$ cat src/rtl/uvs_pkg.sv
// Shared constants, types and arithmetic helpers of the UV sphere cell tessellator.
package uvs_pkg;

    localparam int PHASE_BITS_DEF = 16;
    localparam int MAX_DIVISIONS  = 1024;
    localparam int INDEX_W        = 10;
    localparam int RADIUS_W       = 24;
    localparam int STEP_W         = 16;
    localparam int COORD_W        = 25;
    localparam int CORNER_W       = 3;
    localparam int CFG_ADDR_W     = 2;
    localparam int SINE_W         = 18;
    localparam int FRAC_W         = 31;
    localparam int NUM_LANES      = 4;
    localparam int NUM_HORNER     = 4;

    typedef enum logic [CFG_ADDR_W-1:0] {
        REG_RADIUS       = 2'd0,
        REG_AZIMUTH_STEP = 2'd1,
        REG_POLAR_STEP   = 2'd2
    } cfg_reg_t;

    typedef logic [FRAC_W-1:0]   frac_t;
    typedef logic [CORNER_W-1:0] corner_t;
    typedef logic signed [SINE_W-1:0]  sine_t;
    typedef logic signed [COORD_W-1:0] coord_t;

    localparam corner_t LAST_CORNER = 3'd5;

    // Polynomial coefficients of sin(pi/2*x), Q2.30.
    localparam frac_t SC1 = 31'd1686629713;
    localparam frac_t SC3 = 31'd693598668;
    localparam frac_t SC5 = 31'd85569306;
    localparam frac_t SC7 = 31'd5026996;
    localparam frac_t SC9 = 31'd172271;

    localparam frac_t HORNER_COEF [NUM_HORNER] = '{SC7, SC5, SC3, SC1};

    typedef struct packed {
        frac_t      x;
        frac_t      x2;
        frac_t      p;
        logic [1:0] quad;
    } lane_t;

    // Reduces an index modulo MAX_DIVISIONS by conditional subtraction.
    function automatic logic [INDEX_W-1:0] reduce_index(input logic [INDEX_W-1:0] v);
        logic [INDEX_W-1:0] r;
        longint             lim;
        r = v;
        for (int k = INDEX_W - 1; k >= 0; k--) begin
            lim = longint'(MAX_DIVISIONS) << k;
            if (lim < (longint'(1) << INDEX_W) && longint'(r) >= lim) begin
                r = r - INDEX_W'(lim);
            end
        end
        return r;
    endfunction

    // Corners 1, 2 and 4 sit on the next polar row; 2, 4 and 5 on the next column.
    function automatic logic corner_uses_p1(input corner_t c);
        return (c == 3'd1) || (c == 3'd2) || (c == 3'd4);
    endfunction

    function automatic logic corner_uses_a1(input corner_t c);
        return (c == 3'd2) || (c == 3'd4) || (c == LAST_CORNER);
    endfunction

    // Splits a 32-bit turn into quadrant and folded Q0.30 fraction.
    function automatic lane_t sine_front(input logic [31:0] u);
        lane_t l;
        l.quad = u[31:30];
        l.x    = u[30] ? (31'h4000_0000 - {1'b0, u[29:0]}) : {1'b0, u[29:0]};
        l.x2   = '0;
        l.p    = '0;
        return l;
    endfunction

    // Rounds the Q2.30 magnitude to Q1.16, caps it at one and applies the sign.
    function automatic sine_t sine_round(input frac_t m, input logic [1:0] quad);
        logic [31:0]       s;
        logic [SINE_W-1:0] mag;
        s   = {1'b0, m} + 32'd8192;
        mag = s[31:14];
        if (mag > 18'd65536) begin
            mag = 18'd65536;
        end
        return quad[1] ? -$signed(mag) : $signed(mag);
    endfunction

    // Q8.16 product on magnitudes, rounded half away from zero.
    function automatic coord_t q16_mul(input coord_t a, input sine_t b);
        logic [COORD_W-2:0] ma;
        logic [SINE_W-2:0]  mb;
        logic [41:0]        prod;
        logic [COORD_W-1:0] m;
        logic               neg;
        neg  = a[COORD_W-1] ^ b[SINE_W-1];
        ma   = a[COORD_W-1] ? 24'(-a) : a[COORD_W-2:0];
        mb   = b[SINE_W-1] ? 17'(-b) : b[SINE_W-2:0];
        prod = 42'(ma) * 42'(mb) + 42'd32768;
        m    = prod[40:16];
        return neg ? -$signed(m) : $signed(m);
    endfunction

endpackage

$ cat src/rtl/uvs_horner_cell.sv
// One Horner step of the sine polynomial: p_next = COEF - (x2 * p) >> 30, registered.
module uvs_horner_cell #(
    parameter uvs_pkg::frac_t COEF = uvs_pkg::SC7
) (
    input  logic           aclk,
    input  logic           en,
    input  uvs_pkg::lane_t lane_i,
    output uvs_pkg::lane_t lane_o
);
    import uvs_pkg::*;

    lane_t       lane_reg;
    lane_t       lane_next;
    logic [61:0] prod;

    always_comb begin
        prod      = 62'(lane_i.x2) * 62'(lane_i.p);
        lane_next = lane_i;
        lane_next.p = COEF - prod[60:30];
    end

    always_ff @(posedge aclk) begin
        if (en) begin
            lane_reg <= lane_next;
        end
    end

    assign lane_o = lane_reg;

endmodule

$ cat config.mk
export PLATFORM = sky130hd
export DESIGN_NAME = uvs_horner_cell
export DESIGN_NICKNAME = d
export VERILOG_FILES = /design/src/rtl/uvs_pkg.sv /design/src/rtl/uvs_horner_cell.sv
export SDC_FILE = /design/constraint.sdc
export NUM_CORES = 2
export LEC_CHECK = 0
export ABC_CLOCK_PERIOD_IN_PS = 9580
export BUFFER_PORTS_ARGS = -buffer_cell sky130_fd_sc_hd__buf_4
export CAP_MARGIN = 20
export CORE_AREA = 10 10 305 307
export CTS_CLUSTER_DIAMETER = 100
export DETAILED_ROUTE_END_ITERATION = 16
export DIE_AREA = 0 0 315 317
export GPL_TIMING_DRIVEN = 0
export PLACE_DENSITY = 0.61
export SLEW_MARGIN = 20
export SYNTH_ARGS = -nofsm -noshare
export SYNTH_HDL_FRONTEND = slang
export SYNTH_SLANG_ARGS = --single-unit
$ cat constraint.sdc
create_clock -name aclk -period 9.58 [get_ports aclk]
set_clock_uncertainty 0.05 [all_clocks]
set_input_delay 2.395 -clock aclk [delete_from_list [all_inputs] [get_ports aclk]]
set_output_delay 2.395 -clock aclk [all_outputs]
set_load 0.02 [all_outputs]
* After elaboration in Yosys (flattened, before gate mapping)
Cells that the tools add are included.
** Storage, ports and cells
- Flip-flop bits (word level) :: 95
- Bits in latches :: 0
- RAM bits :: 0
- ROM bits :: 0
- Bits of input ports :: 97
- Output and inout port bits :: 95
- Memories kept :: 0
** Cells by class
- Add/sub/neg operators :: 1
- Multipliers :: 1
- Divide/modulo/power cells :: 0
- Order comparisons :: 0
- Equality and inequality tests :: 0
- Shift-type cells :: 0
- Multiplexer cells :: 0
- Bitwise logic cells :: 0
- Reductions and logical operators :: 0
** Operators with widths (number)
- 31-bit by 31-bit multiplier with 61-bit output :: 1
- 23-bit by 31-bit subtractor with 31-bit output (first input constant) :: 1

* Longest topological paths before layout
- Depth in word-level cells :: 2
- Gate-level depth with buffers :: 33
- Mapped depth without buffers :: 31

* Least setup slack after synthesis
No wires, ideal clock.
- Path kind :: input-to-reg
- Start :: input port lane_i[49] in the netlist's numbering
- End :: register lane_reg (netlist bit lane_o[30]) (data pin)
- Library setup time :: 0.261 ns
- Arrival :: 9.969 ns
- Required time :: 9.269 ns
- Setup slack :: -0.699 ns
- Stages :: 28
- Path through :: clkbuf_1 and2_1 fa_1 fa_1 inv_1 fa_1 fa_1 inv_1 fa_1 fa_1 fa_1 fa_1 ha_1 a21oi_1 o21ai_0 a21oi_1 o21ai_0 or4b_1 nand3_1 ha_1 nor3_1 o211a_1 o21bai_2 and4bb_4 o31ai_4 or4_1 nand3_1 nor3_1
** RTL lines
- start: declaration :: line uvs_horner_cell.sv:7 : input uvs_pkg::lane_t lane_i,
- end signal: assignment :: line uvs_horner_cell.sv:24 : lane_reg <= lane_next;
- end: declaration :: line uvs_horner_cell.sv:12 : lane_t lane_reg;

==> metrics list <==
- Status: complete, but fails checks
- The final reports fail on setup timing.
* Signed area change from the synthesized netlist to the final layout: 21.9%
* Maximum number of pins on one net before global-route repair: 96
* Filler cell count: between 8000 and 9000
* Global routing usage summed across all routing layers: 0.251
* Overall die height: roughly 320 µm
* Post-synthesis instance total: 3606
* Root buffer cell: clkbuf_16
* Routed via count divided by cell count: about 5.3
- When the netlist entered floorplanning its net count stood at 4785.
- Yosys mapped a number of flops with a built-in enable equal to 95.
* Number of non-filler instances in the completed layout: 5104
- The initial antenna violation count came to 9.
- The floorplan step set the die width to about 320 µm.
- Setup violations remaining at the end of the flow were counted as 22.
- Element type at the critical path end: register
* Relative slew slack: 0.329
- Of the cells placed in the final design, the portion with a size suffix greater than 1 is 0.197.
- Total number of vias: 27000
- Buffers inserted to repair hold after CTS numbered 0.
- Distinct cells, synth: between 90 and 100
- Clock tree from TritonCTS: yes
- Timing would allow up to around 0.095 GHz.
* Post-detailed-route wirelength per cell: between 20 and 25 µm
- CP peak stage delay: approximately 630 ps
* Synth Area per Inst: about 9.5 µm²
- Yosys top cell area share: 0.486
- Maximum fanout along the worst path: 10
* Crit path time final: between 10000 and 15000 ps
- Cell count after placement: just under 5000
- The die covers ~0.10 mm².
- The register with the most flip-flops in the layout has 95 of them.
- Of the synthesized area, sequential elements account for 0.0829.
- First-pass GRT wire length: around 180 mm
- Sorting the synthesized cells by area gives the leading types as fa_1 49%, ha_1 9.0%, inv_1 8.5%.
- Post-synth design cell area: about 0.034 mm²
* Hold violation total from the final report: 0
- 1st-pass router iterations: 6
- Overall overflow remaining after global route: 0
- The worst setup path is launched from a primary input.
- Highest-count cells in the layout ignoring fill and taps: 786 x fa_1, 771 x inv_1, 555 x nand2_1, 430 x and2_1, 279 x buf_4
- The HPWL after detailed placement is just over 100 mm.
* Fraction of registers with async set or reset after synthesis: 0
* Number of H-tree branching levels: 3
- The final layout contains routed wiring with a total length of around 120 mm.
- The min-delay analysis places its worst path in the category primary input to register.
* Sink Count: 95
- Top FF cell, synth: edfxtp_1
- Sum Neg Setup Slack: -11700 ps
- Number of ports placed on the die boundary: approximately 190
- Number of global-route vias before repair: 28900
* Worst setup slack after layout: -975 ps
- Detail Route Antenna Nets: 0
* Synth Warn #: 0
- Detailed-route DRC error count: 0
* Area inside the core boundary: around 0.087 mm²
- Cell row count: about 110
- Critical Path RT: 9690 ps
- Worst-Margin Slew: 1010 ps
* Tcrit/Tclk final: 1.10
- Cell taking the most area after synthesis: fa_1
- Max-cap check violation count: 0
- Clock-pin slew was measured on the worst setup and hold paths at about 80 ps.
- Setup repair after global routing could not meet its margin everywhere.
* Pins Over Slew Limit: 0
* Slowest cell on the critical path: fa_2
* Largest buffer count on any clock path: 2
- The library cell used most frequently in the layout, excluding fill and tap cells, is fa_1.
- Port buffering added 191 buffers.
* Sum of buffers and inverters on the critical path: 10
* Synth Register Bits: 95
- Total clock buffers created by CTS: 9
- The kind of cell with the highest combined delay along the critical path is adder cells.
* Arrival @ worst endpoint: between 10000 and 15000 ps
- The initial utilization of the core area, before any placement, comes to 0.397.
- Layout net count: around 5000
- Classification of the worst setup path: primary input to register
- Most repeated library cell on the critical path: fa_1
- Drt first-iter violations: approximately 2000
* Gp weighted congestion: between 1 and 1.5
logic make-up after synthesis:
family,synth area share
adder cells (fa/ha/maj),0.575
AND/OR/NAND/NOR,0.173
multiplexers,0.00247
flip-flops,0.0829
AO/OA/AOI/OAI,0.0441
buffers and inverters,0.108
XOR/XNOR,0.0144
layout make-up:
| cell class | count | area, µm² | area share |
|---|---|---|---|
| multi-input cells | 2530 | 29100 | 0.692 |
| inverters | 784 | 2940 | 0.0701 |
| flip-flops and latches | 95 | 2850 | 0.0680 |
| repair buffers | 322 | 2730 | 0.0650 |
| plain buffers | 197 | 2600 | 0.0620 |
| well taps | 1155 | 1450 | 0.0344 |
| clock buffers | 9 | 225 | 0.00537 |
| clock inverters | 7 | 98.8 | 0.00236 |
| diodes | 5 | 12.5 | 0.000298 |
cell usage after synthesis, types with 3 or more instances:
| cell | n |
|---|---|
| fa_1 | 835 |
| inv_1 | 784 |
| nand2_1 | 568 |
| and2_1 | 462 |
| ha_1 | 247 |
| clkbuf_1 | 187 |
| edfxtp_1 | 95 |
| a21oi_1 | 57 |
| nor2_1 | 54 |
| xnor2_1 | 39 |
| o21ai_0 | 32 |
| nand3_1 | 20 |
| nand4_1 | 18 |
| nor3_1 | 18 |
| xor2_1 | 14 |
| a21o_1 | 13 |
| a211oi_1 | 7 |
| o21a_1 | 6 |
| o21ai_1 | 6 |
| or2_2 | 6 |
| and3_1 | 5 |
| nand2b_1 | 5 |
| a31oi_1 | 4 |
| buf_2 | 4 |
| mux2i_1 | 4 |
| o211ai_1 | 4 |
| o21ai_2 | 4 |
| o22ai_1 | 4 |
| o31ai_1 | 4 |
| or4b_1 | 4 |
| a2111oi_4 | 3 |
| a21boi_0 | 3 |
| buf_6 | 3 |
| nand2_2 | 3 |
| nor2b_1 | 3 |
| o2111ai_1 | 3 |
| o21bai_1 | 3 |
| o311a_1 | 3 |
| or3_1 | 3 |
| or4_1 | 3 |
path summary, 6_finish.rpt:
kind | startpoint | end | slack [ps] | cells past startpoint
max | lane_i[44] | lane_o[28]$_DFFE_PP_ | -970 | 33
min | lane_i[1] | lane_o[1]$_DFFE_PP_ | 2110 | 1
per-stage QoR:
stage	cell area [µm²]	setup slack (ps)	hold slack (ps)	utilization
after floorplan	34900	-371	2440	-
after global placement	37800	-2640	2520	0.436
after detailed placement	37800	-2610	2520	0.436
after CTS	41300	-799	2090	0.477
after global routing	42000	-1090	2100	0.484
final	42000	-975	2110	0.484
routing by layer:
metal	vias up	share of wire	track usage
met5	-	0.00022	0
met4	4	0.057	0.124
met3	306	0.098	0.0582
met2	1298	0.47	0.405
met1	14000	0.38	0.315
li1	11300	-	-
what timing repair did:
| action | in CTS | in global routing |
|---|---|---|
| gates resized for setup | 562 | 143 |
| setup buffers | 97 | 30 |
| pin swaps | 100 | 91 |
| setup endpoints to repair | 30 | 24 |
| cloned | 4 | 2 |
Power is left out: the tool's default activity adds up to more than one toggle a clock period on the data nets, which glitch-free logic cannot reach.
