File: src/rtl/uvs_pkg.sv
// Shared constants, types and arithmetic helpers of the UV sphere cell tessellator.
package uvs_pkg;

    localparam int PHASE_BITS_DEF = 16;
    localparam int MAX_DIVISIONS  = 1024;
    localparam int INDEX_W        = 10;
    localparam int RADIUS_W       = 24;
    localparam int STEP_W         = 16;
    localparam int COORD_W        = 25;
    localparam int CORNER_W       = 3;
    localparam int CFG_ADDR_W     = 2;
    localparam int SINE_W         = 18;
    localparam int FRAC_W         = 31;
    localparam int NUM_LANES      = 4;
    localparam int NUM_HORNER     = 4;

    typedef enum logic [CFG_ADDR_W-1:0] {
        REG_RADIUS       = 2'd0,
        REG_AZIMUTH_STEP = 2'd1,
        REG_POLAR_STEP   = 2'd2
    } cfg_reg_t;

    typedef logic [FRAC_W-1:0]   frac_t;
    typedef logic [CORNER_W-1:0] corner_t;
    typedef logic signed [SINE_W-1:0]  sine_t;
    typedef logic signed [COORD_W-1:0] coord_t;

    localparam corner_t LAST_CORNER = 3'd5;

    // Polynomial coefficients of sin(pi/2*x), Q2.30.
    localparam frac_t SC1 = 31'd1686629713;
    localparam frac_t SC3 = 31'd693598668;
    localparam frac_t SC5 = 31'd85569306;
    localparam frac_t SC7 = 31'd5026996;
    localparam frac_t SC9 = 31'd172271;

    localparam frac_t HORNER_COEF [NUM_HORNER] = '{SC7, SC5, SC3, SC1};

    typedef struct packed {
        frac_t      x;
        frac_t      x2;
        frac_t      p;
        logic [1:0] quad;
    } lane_t;

    // Reduces an index modulo MAX_DIVISIONS by conditional subtraction.
    function automatic logic [INDEX_W-1:0] reduce_index(input logic [INDEX_W-1:0] v);
        logic [INDEX_W-1:0] r;
        longint             lim;
        r = v;
        for (int k = INDEX_W - 1; k >= 0; k--) begin
            lim = longint'(MAX_DIVISIONS) << k;
            if (lim < (longint'(1) << INDEX_W) && longint'(r) >= lim) begin
                r = r - INDEX_W'(lim);
            end
        end
        return r;
    endfunction

    // Corners 1, 2 and 4 sit on the next polar row; 2, 4 and 5 on the next column.
    function automatic logic corner_uses_p1(input corner_t c);
        return (c == 3'd1) || (c == 3'd2) || (c == 3'd4);
    endfunction

    function automatic logic corner_uses_a1(input corner_t c);
        return (c == 3'd2) || (c == 3'd4) || (c == LAST_CORNER);
    endfunction

    // Splits a 32-bit turn into quadrant and folded Q0.30 fraction.
    function automatic lane_t sine_front(input logic [31:0] u);
        lane_t l;
        l.quad = u[31:30];
        l.x    = u[30] ? (31'h4000_0000 - {1'b0, u[29:0]}) : {1'b0, u[29:0]};
        l.x2   = '0;
        l.p    = '0;
        return l;
    endfunction

    // Rounds the Q2.30 magnitude to Q1.16, caps it at one and applies the sign.
    function automatic sine_t sine_round(input frac_t m, input logic [1:0] quad);
        logic [31:0]       s;
        logic [SINE_W-1:0] mag;
        s   = {1'b0, m} + 32'd8192;
        mag = s[31:14];
        if (mag > 18'd65536) begin
            mag = 18'd65536;
        end
        return quad[1] ? -$signed(mag) : $signed(mag);
    endfunction

    // Q8.16 product on magnitudes, rounded half away from zero.
    function automatic coord_t q16_mul(input coord_t a, input sine_t b);
        logic [COORD_W-2:0] ma;
        logic [SINE_W-2:0]  mb;
        logic [41:0]        prod;
        logic [COORD_W-1:0] m;
        logic               neg;
        neg  = a[COORD_W-1] ^ b[SINE_W-1];
        ma   = a[COORD_W-1] ? 24'(-a) : a[COORD_W-2:0];
        mb   = b[SINE_W-1] ? 17'(-b) : b[SINE_W-2:0];
        prod = 42'(ma) * 42'(mb) + 42'd32768;
        m    = prod[40:16];
        return neg ? -$signed(m) : $signed(m);
    endfunction

endpackage

File: src/rtl/uvs_issue.sv
// Cell sequencer: takes one cell, forms its four phases and steps through six corners.
module uvs_issue #(
    parameter int PHASE_BITS = uvs_pkg::PHASE_BITS_DEF
) (
    input  logic                            aclk,
    input  logic                            aresetn,
    input  logic                            en,
    input  logic                            s_valid,
    output logic                            s_ready,
    input  logic [uvs_pkg::INDEX_W-1:0]     s_polar_index,
    input  logic [uvs_pkg::INDEX_W-1:0]     s_azimuth_index,
    input  logic [uvs_pkg::STEP_W-1:0]      polar_step,
    input  logic [uvs_pkg::STEP_W-1:0]      azimuth_step,
    output logic                            iss_valid,
    output logic [PHASE_BITS-1:0]           iss_polar_phase,
    output logic [PHASE_BITS-1:0]           iss_azimuth_phase,
    output uvs_pkg::corner_t                iss_corner
);
    import uvs_pkg::*;

    logic                  busy_reg, busy_next;
    corner_t               cnt_reg, cnt_next;
    logic [PHASE_BITS-1:0] p0_reg, p1_reg, a0_reg, a1_reg;
    logic [PHASE_BITS-1:0] p0_next, a0_next;
    logic [25:0]           p_prod, a_prod;
    logic                  accept;
    logic                  finishing;

    assign finishing = busy_reg && en && (cnt_reg == LAST_CORNER);
    assign s_ready   = !busy_reg || finishing;
    assign accept    = s_valid && s_ready;

    always_comb begin
        p_prod  = 26'(reduce_index(s_polar_index)) * 26'(polar_step);
        a_prod  = 26'(reduce_index(s_azimuth_index)) * 26'(azimuth_step);
        p0_next = PHASE_BITS'(p_prod);
        a0_next = PHASE_BITS'(a_prod);
    end

    always_comb begin
        busy_next = busy_reg;
        cnt_next  = cnt_reg;
        if (accept) begin
            busy_next = 1'b1;
            cnt_next  = '0;
        end else if (finishing) begin
            busy_next = 1'b0;
        end else if (busy_reg && en) begin
            cnt_next = cnt_reg + 3'd1;
        end
    end

    always_ff @(posedge aclk) begin
        if (!aresetn) begin
            busy_reg <= 1'b0;
            cnt_reg  <= '0;
        end else begin
            busy_reg <= busy_next;
            cnt_reg  <= cnt_next;
        end
    end

    always_ff @(posedge aclk) begin
        if (accept) begin
            p0_reg <= p0_next;
            p1_reg <= p0_next + PHASE_BITS'(polar_step);
            a0_reg <= a0_next;
            a1_reg <= a0_next + PHASE_BITS'(azimuth_step);
        end
    end

    assign iss_valid         = busy_reg;
    assign iss_corner        = cnt_reg;
    assign iss_polar_phase   = corner_uses_p1(cnt_reg) ? p1_reg : p0_reg;
    assign iss_azimuth_phase = corner_uses_a1(cnt_reg) ? a1_reg : a0_reg;

endmodule

File: config.mk
export PLATFORM = sky130hd
export DESIGN_NAME = uvs_issue
export DESIGN_NICKNAME = d
export VERILOG_FILES = /design/src/rtl/uvs_pkg.sv /design/src/rtl/uvs_issue.sv
export SDC_FILE = /design/constraint.sdc
export NUM_CORES = 1
export LEC_CHECK = 0
export BUFFER_PORTS_ARGS = -buffer_cell sky130_fd_sc_hd__buf_4
export CAP_MARGIN = 15
export CORE_MARGIN = 8
export CORE_UTILIZATION = 40
export CTS_BUF_LIST = sky130_fd_sc_hd__clkbuf_4
export DETAILED_ROUTE_END_ITERATION = 12
export PLACE_DENSITY = 0.59
export RECOVER_POWER = 100
export SYNTH_ARGS = -nofsm -noshare
export SYNTH_HDL_FRONTEND = slang
export SYNTH_SLANG_ARGS = --single-unit
File: constraint.sdc
create_clock -name aclk -period 14.7 [get_ports aclk]
set_input_delay 2.205 -clock aclk [delete_from_list [all_inputs] [get_ports aclk]]
set_output_delay 2.205 -clock aclk [all_outputs]
set_load 0.1 [all_outputs]
# Word level (Yosys, flattened, before mapping)
# Index checks and enable logic that the tools add are counted.
classes:
  addsub: 3
  multipliers: 2
  n_eq_ne: 4
  muxes: 4
  n_bitwise: 2
  reduce_logical: 12
op_table:
  columns: ["op", "n"]
  rows:
  - ["adder 16 bit", 2]
  - ["multiplier 10 x 16 -> 16 bit", 2]
  - ["2-to-1 mux 16 bit", 2]
  - ["== test 3 bit (second input constant)", 2]
  - ["logical OR 1 bit", 5]
  - ["adder 3 x 1 -> 3 bit (second input constant)", 1]
  - ["== test 3 x 1 -> 1 bit (second input constant)", 1]
  - ["== test 3 x 2 -> 1 bit (second input constant)", 1]
  - ["logical AND 1 bit", 3]
  - ["2-to-1 mux 1 bit", 2]
  - ["inverter 1 bit", 2]
  - ["AND reduction 2 bit", 1]
  - ["nonzero test 2 bit", 1]
  - ["OR reduction 2 bit", 1]
  - ["logical NOT 1 bit", 1]
word_totals:
  ff_bits: 68
  input_bits: 56
  out_inout_bits: 37
  wordCells: 33

# Longest topological paths before layout
# Gate-level depths: netlist (run 1).
logic_depth:
  word_depth: 5
  depth_mapped: 27
  mapped_depth_nobuf: 26

# Worst setup path after synthesis (run 1)
# Ideal clock, no wire load.
synth_timing:
  path_kind: "input -> register"
  from: "in s_azimuth_index[1] (netlist bit)"
  to: "reg a1_reg[15], data pin"
  setup_ns: 0.262
  arrival_ns: 7.517
  required_time_ns: 14.438
  path_slack_ns: 6.921
  path_stages: 26
  n_path_buf: 1
  path_cell_list: "clkbuf_1 -> nand2_1 -> fa_1 -> inv_1 -> fa_1 -> inv_1 -> fa_1 -> inv_1 -> fa_1 -> inv_1 -> fa_1 -> inv_1 -> ha_1 -> o21ai_0 -> o31ai_1 -> o21ai_0 -> nand2b_1 -> xor2_1 -> ha_1 -> o21ai_0 -> nor2_1 -> o21ai_0 -> o31ai_1 -> a31oi_1 -> o31ai_1 -> xnor2_1"
synth_between:
  elab_chain_cells: 2
synth_lines:
  columns: ["element", "line_no", "source"]
  rows:
  - ["start: declaration", "uvs_issue.sv:11", "input logic [uvs_pkg::INDEX_W-1:0] s_azimuth_index,"]
  - ["multiplier 10 x 16 -> 16 bit", "uvs_issue.sv:35", "a_prod = 26'(reduce_index(s_azimuth_index)) * 26'(azimuth_step);"]
  - ["named net a_prod[13]", "uvs_issue.sv:25", "logic [25:0] p_prod, a_prod;"]
  - ["adder 16 bit", "uvs_issue.sv:68", "a1_reg <= a0_next + PHASE_BITS'(azimuth_step);"]
  - ["end signal: assignment", "uvs_issue.sv:68", null]
  - ["end: declaration", "uvs_issue.sv:23", "logic [PHASE_BITS-1:0] p0_reg, p1_reg, a0_reg, a1_reg;"]
# The timed path passes the listed nets, and every way through them passes these cells.
# A chain may end at the register's enable or synchronous reset.

# Worst setup path after layout (run 1)
# Same ends and word-level chain as after synthesis.

==> summary.md, run 1 <==
| Metric | Value |
|---|---|
| Transition time of the tightest slew-check pin | 3.67 ns |
| Global-route usage over all layers | 0.158 |
| Antenna-violating nets left | 0 |
| Overall routed net length | around 23000 um |
| Violated checks | capacitance limit, slew limit |
| Sequential area share after synthesis | 0.196 |
| Starting Density | 0.407 |
| Max Slew Vio Count | between 80 and 90 |
| Kind of start point of the critical path | input pin |
| Maximum number of buffers from clock root to sink | 2 |
| Clock skew after layout | around 0.011 ns |
| Slowest-stage cell, CP | sky130_fd_sc_hd__fa_1 |
| Share of final-layout standard cells stronger than drive strength 1 | 0.0904 |
| Asr flop ratio synth | 0 |
| Rel. slew slack | -1.45 |
| Pin count of the biggest net entering global routing | 66 |
| Synthesized net count | around 1.4k |
| Post-route setup TNS | 0 ns |
| Cell area after synthesis | 10200 sq um |
| Number of cells on the worst hold path | 2 |
| Core outline area | 25100 sq um |
| Status | finished, violations left |
| Remaining global-route overflow | 0 |
| Die outline area | 30900 sq um |
| Register bit count reported by yosys | 68 |
| Tmin final | 8.04 ns |
| Number of synthesized flops with an enable pin | 64 |
| Die span in x | 176 um |
| Element type at the critical path end | register |
| DP HPWL | ~19000 um |
| Boundary pin count | 93 |
| Sum of buffers and inverters on the critical path | 6 |
| NumNets Final | 1437 |
| Row count | 58 |
| Synthesis warning total | 0 |
| Routability-driven placement congestion ratio | 0.849 |
| Number of buffers inserted for hold repair after clock tree synthesis | 0 |
| Signal arrival time at the worst endpoint | around 8.3 ns |
| Final worst-path cycle share | 0.547 |
| Ranking of synthesized cells by instance count | sky130_fd_sc_hd__inv_1 (169), sky130_fd_sc_hd__fa_1 (142), sky130_fd_sc_hd__nand2_1 (138) |
| Number of cells produced by synthesis | between 1k and 1.5k |
| Number of global-route vias before repair | 7706 |
| Number of port buffers | 92 |
| Crit-path max cell delay | 0.56 ns |
| Hold/Removal Path Class | register to register |
| Total placed cells including tap cells | 1464 |
| Mean instance size in the synthesized netlist | around 9.6 sq um |
| Die H | 176 um |
| Global-route wire length before repair | 39400 um |
| Top cells by area in the synthesized netlist | sky130_fd_sc_hd__fa_1 (28%), sky130_fd_sc_hd__edfxtp_1 (19%), sky130_fd_sc_hd__ha_1 (12%) |
| Post-CTS setup-driven buffer insertion count | 0 |
| Area added between synthesis and finish | 10.2% |
| Final setup violation count | 0 |
| Worst Path Class, Setup | input pin to register |
| Cell family with most CP delay | adder cells |
| Top FF cell, synth | sky130_fd_sc_hd__edfxtp_1 |
| Cell depth of the worst setup path | 26 |
| H-tree depth | 3 |
| Initial antenna violation count | 1 |
| Most common cell in the synthesized netlist | sky130_fd_sc_hd__inv_1 |
| Remaining routing DRC violations | 0 |
| Yosys top cell area share | 0.278 |
| Required arrival time at the worst endpoint | between 10 and 15 ns |
| Post-CTS Resized | 0 |
| Clock insertion delay at the later pin of the skew report | roughly 0.45 ns |
| DRT Pass-1 Iters | 5 |
| Cts bufs inserted | 9 |
| Maximum fanout along the worst path | 15 |
| Worst R2R Path Depth | 7 |
| Clock transition at the register clock pins on the worst setup and hold paths after CTS | between 0.1 and 0.15 ns |
| Final WS setup | around 6.7 ns |
| Total vias in the final route | about 7.3k |
| Root buffer cell | sky130_fd_sc_hd__clkbuf_4 |
| Setup repair after global routing missed its margin | false |
| Number of non-filler instances in the completed layout | 1481 |
| Yosys cell types | 46 |
| Detailed-route wire length per cell | around 16 um |
| Dominant cell type by area after synthesis | sky130_fd_sc_hd__fa_1 |
| CTS tree | built |
| Core occupancy in the finished layout | 0.449 |
| Fin. Hold Viols | 0 |
| Achievable frequency | 124 MHz |
| Number of vias per cell | just under 5 |
| Worst slack at placement | 6.56 ns |
| Number of DRC violations after detailed-routing iteration 0 | 370 |
| # Max-Cap Violations | 2 |
| Clock sink count | 68 |
==> worst reg2reg max path: cells and delay by family, from the launching register on <==
kind,cells,cell delay [ns]
fa+ha+maj,1,0.26
buf+inv,1,2.57
flops,1,0.44
simple gates,5,0.79
==> layout make-up <==
type / instances / area [sq um]
fillers: 2493 / 13800
multi-input cells: 803 / 7490
flip-flops and latches: 68 / 2000
inverters: 169 / 634
repair buffers: 94 / 571
well taps: 330 / 413
clock inverters: 7 / 90.1
clock buffers: 9 / 67.6
diodes: 1 / 2.50
==> cell families (layout without fill, tap and decap cells) <==
logic type / Yosys count / in the layout / synth area share
AOI/OAI and AO/OA: 116 / 116 / 0.0707
xor gates and xnor gates: 83 / 83 / 0.0711
adders and majority gates: 236 / 236 / 0.393
buffers and inverters: 196 / 279 / 0.0721
DFF: 68 / 68 / 0.196
muxes: 33 / 33 / 0.0362
other: 0 / 1 / 0
and+or+nand+nor: 335 / 335 / 0.161
==> routing by layer <==
layer / wire, um / global-route usage / vias up
li1: - / - / 3550
met3: 941 / 0.0234 / 10
met4: 149 / 0.0293 / 0
met1: 11300 / 0.220 / 3650
met5: 0 / 0 / -
met2: 10700 / 0.257 / 133
==> final timing paths <==
kind,startpoint,endpoint,slack [ns]
setup / recovery,s_azimuth_index[1],a1_reg[15],6.66
hold / removal,iss_valid,iss_valid,0.58
setup reg to reg,iss_corner[0],iss_corner[0],10.55
hold reg to reg,iss_valid,iss_valid,0.58
==> through the flow <==
step                      hold slack [ns]  area (sq um)
after global routing                0.643         11300
after floorplan                     0.991         10200
after detailed placement            0.556         11200
after CTS                           0.577         11400
final                               0.576         11300
after global placement              0.546         11200
==> cells in the final DEF (no fill, tap or decap), types with 36 or more instances in the layout <==
| master | instances |
|---|---|
| sky130_fd_sc_hd__a21oi_1 | 37 |
| sky130_fd_sc_hd__and2_1 | 108 |
| sky130_fd_sc_hd__buf_4 | 58 |
| sky130_fd_sc_hd__clkbuf_1 | 36 |
| sky130_fd_sc_hd__edfxtp_1 | 64 |
| sky130_fd_sc_hd__fa_1 | 142 |
| sky130_fd_sc_hd__ha_1 | 94 |
| sky130_fd_sc_hd__inv_1 | 169 |
| sky130_fd_sc_hd__nand2_1 | 138 |
| sky130_fd_sc_hd__nor2_1 | 40 |
| sky130_fd_sc_hd__xnor2_1 | 67 |
Power of run 1 is left out: the tool's default activity adds up to more than one toggle a clock period on the data nets, which glitch-free logic cannot reach.
==> run 2: changes to the inputs <==
Clock period 14.7 ns to 8.4 ns, I/O delays scaled along.
==> run 2 against run 1 <==
The flow still finishes with violations (capacitance limit, slew limit); via count decreased by 0.39%; first-iteration DRC count decreased by 22%; global-route usage increased by 0.28 points; non-clock buffer count unchanged; utilization decreased by 0.060 points; routed wire length increased by 0.98%; hold slack got worse by 0.016 ns; largest cell class unchanged; highest routed layer unchanged.
==> summary.md, run 2 (same netlist as run 1, synthesis figures left out) <==
| Metric | Value |
|---|---|
| Tmin final | 7.21 ns |
| Total vias in the final route | 7314 |
| Area added between synthesis and finish | 10.1% |
| Initial antenna violation count | 1 |
| Number of non-filler instances in the completed layout | 1481 |
| Clock sink count | 68 |
| Storage element area | 2000 sq um |
| # Max-Cap Violations | 2 |
| Top library cells by usage in the layout, fill and taps aside | sky130_fd_sc_hd__inv_1 (169), sky130_fd_sc_hd__fa_1 (142), sky130_fd_sc_hd__nand2_1 (138) |
| Routability-driven placement congestion ratio | between 0.8 and 0.9 |
| Number of vias per cell | 4.94 |
| Remaining routing DRC violations | 0 |
| Element type at the critical path end | register |
| Starting Density | 0.407 |
| Global-route wire length before repair | 40000 um |
| Final worst-path cycle share | 0.859 |
| Pin count of the biggest net entering global routing | 66 |
| Violated checks | capacitance limit, slew limit |
| Multi-input gate area | ~7500 sq um |
| CTS tree | built |
| DP HPWL | 18700 um |
| Maximum number of buffers from clock root to sink | 2 |
| Detailed-route wire length per cell | 15.8 um |
| Antenna-violating nets left | 0 |
| Rel. slew slack | -1.41 |
| Worst setup slack for register-to-register paths | 4.28 ns |
| Global-route usage over all layers | 0.161 |
| Signal arrival time at the worst endpoint | 7.42 ns |
| Share of final-layout standard cells stronger than drive strength 1 | 0.0930 |
| Post-route setup TNS | 0 ns |
| H-tree depth | 3 |
| Number of global-route vias before repair | 7889 |
| DRT Pass-1 Iters | 5 |
| Fin. Hold Viols | 0 |
| Core outline area | 25100 sq um |
| Remaining global-route overflow | 0 |
| Hold/Removal Path Class | register to register |
| Achievable frequency | between 100 and 150 MHz |
| NumNets Final | between 1k and 1.5k |
| Root buffer cell | sky130_fd_sc_hd__clkbuf_4 |
| Maximum fanout along the worst path | 15 |
| Die span in x | around 180 um |
| Total placed cells including tap cells | 1464 |
| Overall routed net length | between 20000 and 25000 um |
| Final setup violation count | 0 |
| Die H | approximately 180 um |
| Clock insertion delay at the later pin of the skew report | 0.45 ns |
| Clock skew after layout | 0.0160 ns |
| Most common library cell in the layout ignoring fill and taps | sky130_fd_sc_hd__inv_1 |
| Row count | 58 |
| Setup repair after global routing missed its margin | false |
| Number of DRC violations after detailed-routing iteration 0 | 289 |
| Worst Path Class, Setup | input pin to register |
| Max Slew Vio Count | 83 |
| Transition time of the tightest slew-check pin | 3.61 ns |
| Number of port buffers | 92 |
| Worst Hold Margin | ~0.56 ns |
| Kind of start point of the critical path | input pin |
| Number of buffers inserted for hold repair after clock tree synthesis | 0 |
| Required arrival time at the worst endpoint | 8.61 ns |
| Boundary pin count | just over 90 |
| Number of inserted filler cells in the final layout | 2515 |
| Clock transition at the register clock pins on the worst setup and hold paths after CTS | 0.12 ns |
| Die outline area | 30900 sq um |
| Post-CTS setup-driven buffer insertion count | 0 |
| Status | finished, violations left |
| Post-CTS Resized | 0 |
| Cts bufs inserted | 9 |
## run 2: cell types whose count changed in the layout (fill, tap and decap cells not counted), sizes merged
cell and change:
buf +1, bufinv -1, clkbuf -1, clkinv -1, clkinvlp +3, inv -1
## run 2: metal layers
metal / wire length [um] / vias up / track usage
met5: 0 / - / 0
met3: 803 / 17 / 0.0198
met1: 11500 / 3625 / 0.223
met2: 10800 / 126 / 0.263
li1: - / 3546 / -
met4: 297 / 0 / 0.0381
## run 2: critical path, cell delays in order
cell                       delay, ns
sky130_fd_sc_hd__clkbuf_1       0.66
sky130_fd_sc_hd__nand2_1        0.19
sky130_fd_sc_hd__fa_1           0.59
sky130_fd_sc_hd__inv_1          0.05
sky130_fd_sc_hd__fa_1           0.48
sky130_fd_sc_hd__fa_1           0.51
sky130_fd_sc_hd__fa_1           0.49
sky130_fd_sc_hd__inv_1          0.05
sky130_fd_sc_hd__fa_1           0.47
sky130_fd_sc_hd__inv_1          0.04
sky130_fd_sc_hd__ha_1           0.33
sky130_fd_sc_hd__and2_0         0.18
sky130_fd_sc_hd__a221o_1        0.32
sky130_fd_sc_hd__a31oi_1        0.25
sky130_fd_sc_hd__a21o_1         0.20
sky130_fd_sc_hd__xnor2_1        0.10
sky130_fd_sc_hd__ha_1           0.23
sky130_fd_sc_hd__nor4b_1        0.43
sky130_fd_sc_hd__nand3_1        0.12
sky130_fd_sc_hd__o21ai_0        0.23
sky130_fd_sc_hd__a211oi_2       0.08
sky130_fd_sc_hd__xnor2_1        0.13
## run 2: cell type report
| type | count | share of cell area |
|---|---|---|
| multi-input combinational | 803 | 0.665 |
| sequential | 68 | 0.178 |
| inverter | 169 | 0.0564 |
| timing repair buffer | 94 | 0.0514 |
| tap | 330 | 0.0367 |
| clock buffer | 9 | 0.00601 |
| clock inverter | 7 | 0.00601 |
| antenna | 1 | 0.000222 |
## run 2: worst paths after layout
| kind | startpoint | endpoint | depth (start not counted) |
|---|---|---|---|
| max | s_polar_index[1] | p1_reg[15] | 22 |
| min | iss_valid | iss_valid | 2 |
| max reg2reg | iss_corner[0] | iss_corner[2] | 7 |
| min reg2reg | iss_valid | iss_valid | 2 |
## run 2: per-stage QoR
step                       util  setup slack, ns  instance area (sq um)
after floorplan               -             1.57                  10200
after global placement    0.448             1.34                  11200
after detailed placement  0.448             1.17                  11200
after CTS                 0.453             1.69                  11400
after global routing      0.448            0.851                  11300
final                     0.448             1.19                  11300
Power of run 2 is left out for the same reason.
==> run 3: changes to the inputs <==
Settings changed: CORE_UTILIZATION 40 to 30, CTS_BUF_LIST sky130_fd_sc_hd__clkbuf_4 to not set, PLACE_DENSITY 0.59 to 0.48.
==> run 3 against run 2 <==
The flow still finishes with violations (capacitance limit, slew limit); register-to-register slack better by 0.04 ns; hold slack got worse by 0.0034 ns; count of clock-buffer cells in the layout unchanged; worst setup slack got worse by 0.011 ns; routed wire length increased by 7.4%; flip-flop and latch count unchanged.
==> summary.md, run 3 (same netlist as run 1, synthesis figures left out) <==
| Metric | Value |
|---|---|
| Die span in x | 201 um |
| Clock skew after layout | ~0.0053 ns |
| Total vias in the final route | ~7.3k |
| # Max-Cap Violations | 3 |
| Remaining routing DRC violations | 0 |
| Pin count of the biggest net entering global routing | 66 |
| Cts bufs inserted | 9 |
| Slowest-stage cell, CP | sky130_fd_sc_hd__fa_1 |
| Max Slew Vio Count | 100 |
| Clock sink count | between 60 and 70 |
| NumNets Final | 1436 |
| Starting Density | 0.305 |
| Antenna cell count | 0 |
| Post-CTS Resized | 0 |
| DP HPWL | 20400 um |
| Signal arrival time at the worst endpoint | 7.30 ns |
| Fin. Hold Viols | 0 |
| Crit-path max cell delay | 0.54 ns |
| Transition time of the tightest slew-check pin | ~3.6 ns |
| Rel. slew slack | -1.38 |
| Clock insertion delay at the later pin of the skew report | 0.34 ns |
| Hold/Removal Path Class | register to register |
| Violated checks | capacitance limit, slew limit |
| Maximum fanout along the worst path | 11 |
| Final worst-path cycle share | 0.860 |
| Worst Path Class, Setup | input pin to register |
| Post-route setup TNS | 0 ns |
| Most common library cell in the layout ignoring fill and taps | sky130_fd_sc_hd__inv_1 |
| Global-route wire length before repair | 42100 um |
| Final setup violation count | 0 |
| Core outline area | 33500 sq um |
| Number of DRC violations after detailed-routing iteration 0 | 313 |
| Maximum number of buffers from clock root to sink | 2 |
| Status | finished, violations left |
| Element type at the critical path end | register |
| Antenna-violating nets left | 0 |
| Worst R2R Path Depth | 7 |
| Required arrival time at the worst endpoint | 8.48 ns |
| Share of final-layout standard cells stronger than drive strength 1 | 0.0914 |
| Setup repair after global routing missed its margin | false |
| Remaining global-route overflow | 0 |
| Number of global-route vias before repair | 7868 |
| Top library cells by usage in the layout, fill and taps aside | sky130_fd_sc_hd__inv_1 (169), sky130_fd_sc_hd__fa_1 (142), sky130_fd_sc_hd__nand2_1 (138) |
| Cell chain of the critical path | clkbuf_1 -> nand2_1 -> fa_1 -> inv_1 -> fa_1 -> ha_1 -> fa_1 -> inv_1 -> fa_1 -> inv_1 -> ha_1 -> a21boi_0 -> o21ai_0 -> nor2b_1 -> xnor2_1 -> ha_1 -> a21o_1 -> a21oi_1 -> nand2_1 -> a2bb2oi_1 -> nor3_1 -> a31oi_1 -> o31ai_1 -> xnor2_1 |
| Achievable frequency | roughly 140 MHz |
| Post-CTS setup-driven buffer insertion count | 0 |
| Root buffer cell | sky130_fd_sc_hd__clkbuf_16 |
| CTS tree | built |
| Overall routed net length | 25100 um |
| Die H | 201 um |
| DRT Pass-1 Iters | 4 |
| Number of buffers inserted for hold repair after clock tree synthesis | 0 |
| Clock transition at the register clock pins on the worst setup and hold paths after CTS | 0.06 ns |
| Global-route usage over all layers | 0.129 |
| Die outline area | about 40000 sq um |
| Number of cells on the worst hold path | 2 |
| Number of vias per cell | about 4.6 |
| Detailed-route wire length per cell | 15.7 um |
| Kind of start point of the critical path | input pin |
| H-tree depth | 3 |
| Boundary pin count | 93 |
| Row count | 67 |
| Most repeated library cell on the critical path | sky130_fd_sc_hd__fa_1 |
| Tmin final | 7.23 ns |
| Initial antenna violation count | 0 |
| Area added between synthesis and finish | 13.5% |
| Routability-driven placement congestion ratio | 0.805 |
| Number of port buffers | 92 |
-- run 3: cell count changes in the layout (fill, tap and decap cells not counted), moves of 2 or more --
cell | previous run | this run
sky130_fd_sc_hd__buf_4 | 59 | 73
sky130_fd_sc_hd__clkbuf_1 | 34 | 20
sky130_fd_sc_hd__clkbuf_16 | 0 | 9
sky130_fd_sc_hd__clkbuf_4 | 10 | 0
sky130_fd_sc_hd__clkinvlp_4 | 3 | 1
sky130_fd_sc_hd__inv_6 | 0 | 2
sky130_fd_sc_hd__mux2_1 | 7 | 21
sky130_fd_sc_hd__mux2_2 | 25 | 11
-- run 3: final cells by class --
| cell class | instances | area (sq um) |
|---|---|---|
| clock buffer | 9 | 225 |
| clock inverter | 7 | 73.8 |
| fill | 3519 | 21900 |
| inverter | 169 | 634 |
| multi-input combinational | 803 | 7480 |
| sequential | 68 | 2000 |
| tap | 448 | 561 |
| timing repair buffer | 93 | 623 |
-- run 3: worst max-delay path: cells and delay by family --
kind / cells / cell delay, ns
buffers and inverters: 4 / 0.64
XOR/XNOR: 2 / 0.26
adder cells (fa/ha/maj): 7 / 2.91
AND/OR/NAND/NOR: 4 / 0.84
AO/OA/AOI/OAI: 7 / 1.38
-- run 3: path summary, 6_finish.rpt --
kind / start / end / slack (ns)
max: azimuth_step[4] / a1_reg[15] / 1.17
min: iss_valid / iss_valid / 0.56
max reg2reg: iss_corner[0] / iss_corner[0] / 4.32
min reg2reg: iss_valid / iss_valid / 0.56
-- run 3: stage by stage --
stage / setup WS (ns) / instance area [sq um] / hold WS [ns] / cells / utilization
2_1_floorplan: 1.57 / 10200 / 0.991 / 1067 / -
3_3_place_gp: 1.28 / 11400 / 0.545 / 1581 / 0.340
3_5_place_dp: 1.28 / 11400 / 0.543 / 1581 / 0.340
4_1_cts: 1.60 / 11700 / 0.552 / 1597 / 0.349
5_1_grt: 0.678 / 11600 / 0.594 / 1597 / 0.346
6_report: 1.17 / 11600 / 0.557 / 1597 / 0.346
-- run 3: metal layers --
| metal | GRT usage | wire length, um | vias up |
|---|---|---|---|
| li1 | - | - | 3540 |
| met1 | 0.171 | 11700 | 3657 |
| met2 | 0.218 | 12100 | 136 |
| met3 | 0.0223 | 1020 | 16 |
| met4 | 0.0289 | 316 | 0 |
| met5 | 0 | 0 | - |
Power of run 3 is left out for the same reason.
